===== src/hw/rtl/jss3d_ram.sv =====
module jss3d_ram #(
    parameter int WIDTH = 32,
    parameter int DEPTH = 16,
    localparam int AW = (DEPTH > 1) ? $clog2(DEPTH) : 1
) (
    input  logic             aclk,
    input  logic             we,
    input  logic [AW-1:0]    waddr,
    input  logic [WIDTH-1:0] wdata,
    input  logic [AW-1:0]    raddr,
    output logic [WIDTH-1:0] rdata
);

    logic [WIDTH-1:0] mem [DEPTH];

    always_ff @(posedge aclk) begin
        if (we) begin
            mem[waddr] <= wdata;
        end
        rdata <= mem[raddr];
    end

endmodule


===== config.mk =====
export PLATFORM = sky130hd
export DESIGN_NAME = jss3d_ram
export DESIGN_NICKNAME = d
export VERILOG_FILES = /design/src/hw/rtl/jss3d_ram.sv
export SDC_FILE = /design/constraint.sdc
export NUM_CORES = 1
export LEC_CHECK = 0
export ABC_AREA = 1
export BUFFER_PORTS_ARGS = -buffer_cell sky130_fd_sc_hd__buf_2
export CAP_MARGIN = 0
export CORE_UTILIZATION = 42
export DETAILED_ROUTE_END_ITERATION = 7
export HOLD_SLACK_MARGIN = 0.05
export SYNTH_ARGS = -nofsm -noshare
export SYNTH_HDL_FRONTEND = slang
export SYNTH_SLANG_ARGS = --single-unit
export TNS_END_PERCENT = 1

===== constraint.sdc =====
create_clock -name aclk -period 2.7 [get_ports aclk]
set_input_delay 0.405 -clock aclk [delete_from_list [all_inputs] [get_ports aclk]]
set_output_delay 0.405 -clock aclk [all_outputs]
set_load 0.01 [all_outputs]

# Yosys cells after proc, flatten, opt, wreduce, memory -nomap -nowiden
# Memory sizes are Yosys's and may differ from the RTL's. A register that Yosys moved wholly into a read port is not among the register bits.
# Cells that the tools add are included.
# op_classes
n_mux	2
# ops
operator	n
1-bit 2-to-1 mux	2
# totals
ram_bits	512
memories	1
word_cells	3
reg_bits	0
output_inout_bits	32
# memory_table
name	depth	width	read_ports	rd_ports_with_merged_regs	wr	line	source
mem	16	32	1	1	1	14	logic [WIDTH-1:0] mem [DEPTH];

# Logic depth before layout (Yosys ltp)
# logic_depth
word_depth	2
ltp_mapped	10

# Least setup slack after synthesis
# Ideal clock, no wire load.
# synth_path
path_kind	input port to flip-flop
startpoint	input port waddr[2]
endpoint	memory mem[10][0] (enable)
path_slack_ns	0.302
t_required_ns	2.279
t_arrival_ns	1.977
stages	2
setup_ns	0.421
path_cell_list	nand3b_1 nor2_1
# synth_lines
element	line	source
start, declared	8	input logic [AW-1:0] waddr,
end, declared	14	
# Straight into the memory's write port.

# Final worst setup path
# layout_path
startpoint	register rdata[27], read port of mem
endpoint	output port rdata[27]
# layout_lines
element	line	source
start, declared	11	output logic [WIDTH-1:0] rdata
# No word-level cell between the ends.

==> impl_metrics.env <==
export IMPL_skew_ns=0.0154
export IMPL_outcome="finished clean"
export IMPL_ctsHoldBuffers=0
export IMPL_fin_crit_ns=1.54
export IMPL_hold_class="in2reg"
export IMPL_yosysWarningCount=0
export IMPL_wirelength_um=52300
export IMPL_vias=14400
export IMPL_clk_latency_ns=0.60
export IMPL_period_share=0.572
export IMPL_fp_dieArea_sq_um=55100
export IMPL_place_ws_ns=0.638
export IMPL_fin_hold_ws_ns=0.174
export IMPL_drive_gt1_frac=0.0929
export IMPL_routed_via_density=4.93
export IMPL_antennaDiodeCount=0
export IMPL_cts_tree="built"
export IMPL_globalplace_congestion=0.741
export IMPL_crit_slowest_cell="dfxtp_1"
export IMPL_rsz0062_at_grt="no"
export IMPL_ant_nets=0
export IMPL_synth_common_cells="nand2_1 (677), edfxtp_1 (512), inv_1 (388), nand3_1 (385), buf_2 (41)"
export IMPL_ys_seq_elements=544
export IMPL_clkTransAtPathRegs_ns=0.06
export IMPL_crit_path_cell_trace="buf_2"
export IMPL_routedWlPerCell_um=17.9
export IMPL_hold_viol=0
export IMPL_worst_path_max_fanout=1
export IMPL_tightest_slew_ns=0.716
export IMPL_cts_sinks=544
export IMPL_portBuffers=73
export IMPL_synthFlopType="edfxtp_1"
export IMPL_grt_pass1_wl_um=81500
export IMPL_critPathBufInv=1
export IMPL_drt_iter0_drc=1242
export IMPL_cts_root_buf="clkbuf_16"
export IMPL_antenna_found_initial=2
export IMPL_startpoint_type="flop"
export IMPL_cts_max_level=2
export IMPL_grt_max_degree=129
export IMPL_powerDensity_nw_per_um2=707
export IMPL_cts_made_buffers=56
export IMPL_crit_required_ns=2.30
export IMPL_worst_path_dominant_cell_family="flip-flops"
export IMPL_p_leak_uw=0.0109
export IMPL_setup_viol=0
export IMPL_syn_to_final_growth_pct=13.5
export IMPL_synth_top_area_cell="edfxtp_1"
export IMPL_core_area_sq_um=53000
export IMPL_cts_resized=0
export IMPL_ys_seq_area_frac=0.705
export IMPL_maxCapViolations=0
export IMPL_relSlewSlack=0.523
export IMPL_clk_path_buf_depth=3
export IMPL_first_pass_iters=5
export IMPL_dpl_hpwl_um=26100
export IMPL_drcViolationCount=0
export IMPL_post_cts_setup_buffer_count=0
export IMPL_async_flop_share=0
export IMPL_fp_dieH_um=235
export IMPL_std_cell_rows=84
export IMPL_yosysTopAreaCellShare=0.676
export IMPL_fmax_mhz=648
export IMPL_timing_final_ws_setup_ns=1.16
export IMPL_max_stage_delay_ns=0.38
export IMPL_synth_area_leaders="edfxtp_1 (68%), nand2_1 (11%), nand3_1 (8.5%)"
export IMPL_die_w_um=235
export IMPL_critPathArrivalTime_ns=1.14
export IMPL_grt_usage=0.193
export IMPL_syn_area_per_cell_sq_um=10.7
export IMPL_synth_net_count=2162
export IMPL_end_kind="output pin"
export IMPL_final_setup_tns_ns=0
export IMPL_io_pins=74
export IMPL_layout_nets=2225
export IMPL_initial_core_util=0.429
export IMPL_netlist_area_sq_um=22700
export IMPL_ys_types=15
export IMPL_synth_edf_count=512
export IMPL_grt_ovfl_total=0
export IMPL_synth_most_common_cell="nand2_1"
export IMPL_synthCells=2120
export IMPL_crit_type="reg2out"
export IMPL_slew_viol_final=0
export IMPL_grt_pass1_vias=13900
export IMPL_ir_drop_v=0.000481
[routing by layer]
metal	global-route usage	wire length, um	up-vias
met2	0.315	24400	417
li1	-	-	6976
met1	0.263	23500	6900
met4	0.0560	1190	4
met5	0	27	-
met3	0.0365	3190	88
[metrics by stage]
stage | cell area, sq um | utilization | power (uW) | cells
final | 25800 | 0.487 | 18200 | 2916
after detailed placement | 24000 | 0.452 | 10800 | 2813
after floorplan | 22700 | - | 10300 | 2120
after CTS | 25800 | 0.487 | 18400 | 2916
after global routing | 25800 | 0.487 | 18800 | 2916
after global placement | 24000 | 0.452 | 10800 | 2813
[placed cells by master, fill, tap and decap left out, drive strengths merged]
| master | n |
|---|---|
| nand3b | 2 |
| inv | 390 |
| clkbuf | 81 |
| nor2 | 17 |
| nand2 | 677 |
| nand3 | 385 |
| dfxtp | 32 |
| edfxtp | 512 |
| bufinv | 5 |
| clkinvlp | 1 |
| clkinv | 17 |
| buf | 109 |
[logic make-up (layout without fill, tap and decap cells)]
| group | count (synthesis) | count (layout) | share of synthesized area |
|---|---|---|---|
| buffers and inverters | 495 | 603 | 0.0954 |
| DFF | 544 | 544 | 0.705 |
| and+or+nand+nor | 1081 | 1081 | 0.200 |
[flip-flops by register name, indices dropped and copies added (netlist names)]
name / cells
rdata: 32
mem: 512
[cell type report]
| class | instances | area, sq um |
|---|---|---|
| repair buffers | 110 | 955 |
| multi-input cells | 1081 | 4670 |
| well taps | 688 | 861 |
| clock buffers | 80 | 1590 |
| clock inverters | 23 | 229 |
| flip-flops and latches | 544 | 16000 |
| inverters | 390 | 1470 |
| fillers | 4701 | 27200 |
[where the power goes]
group / switching (uW) / leakage (uW) / internal, uW
sequential: 58.7 / 0.00490 / 9440
combinational: 770 / 0.00513 / 319
clock: 3110 / 0.000889 / 4540
[final timing paths]
check | endpoint | startpoint | slack (ns) | cells past startpoint
max reg2reg | rdata[10]$_DFF_P_ | mem[15][10]$_DFFE_PP_ | 1.65 | 6
min reg2reg | rdata[18]$_DFF_P_ | mem[6][18]$_DFFE_PP_ | 0.65 | 6
min | mem[9][18]$_DFFE_PP_ | wdata[18] | 0.17 | 1
max | rdata[27] | rdata[27]$_DFF_P_ | 1.16 | 1
(Power assumes the default switching activity.)
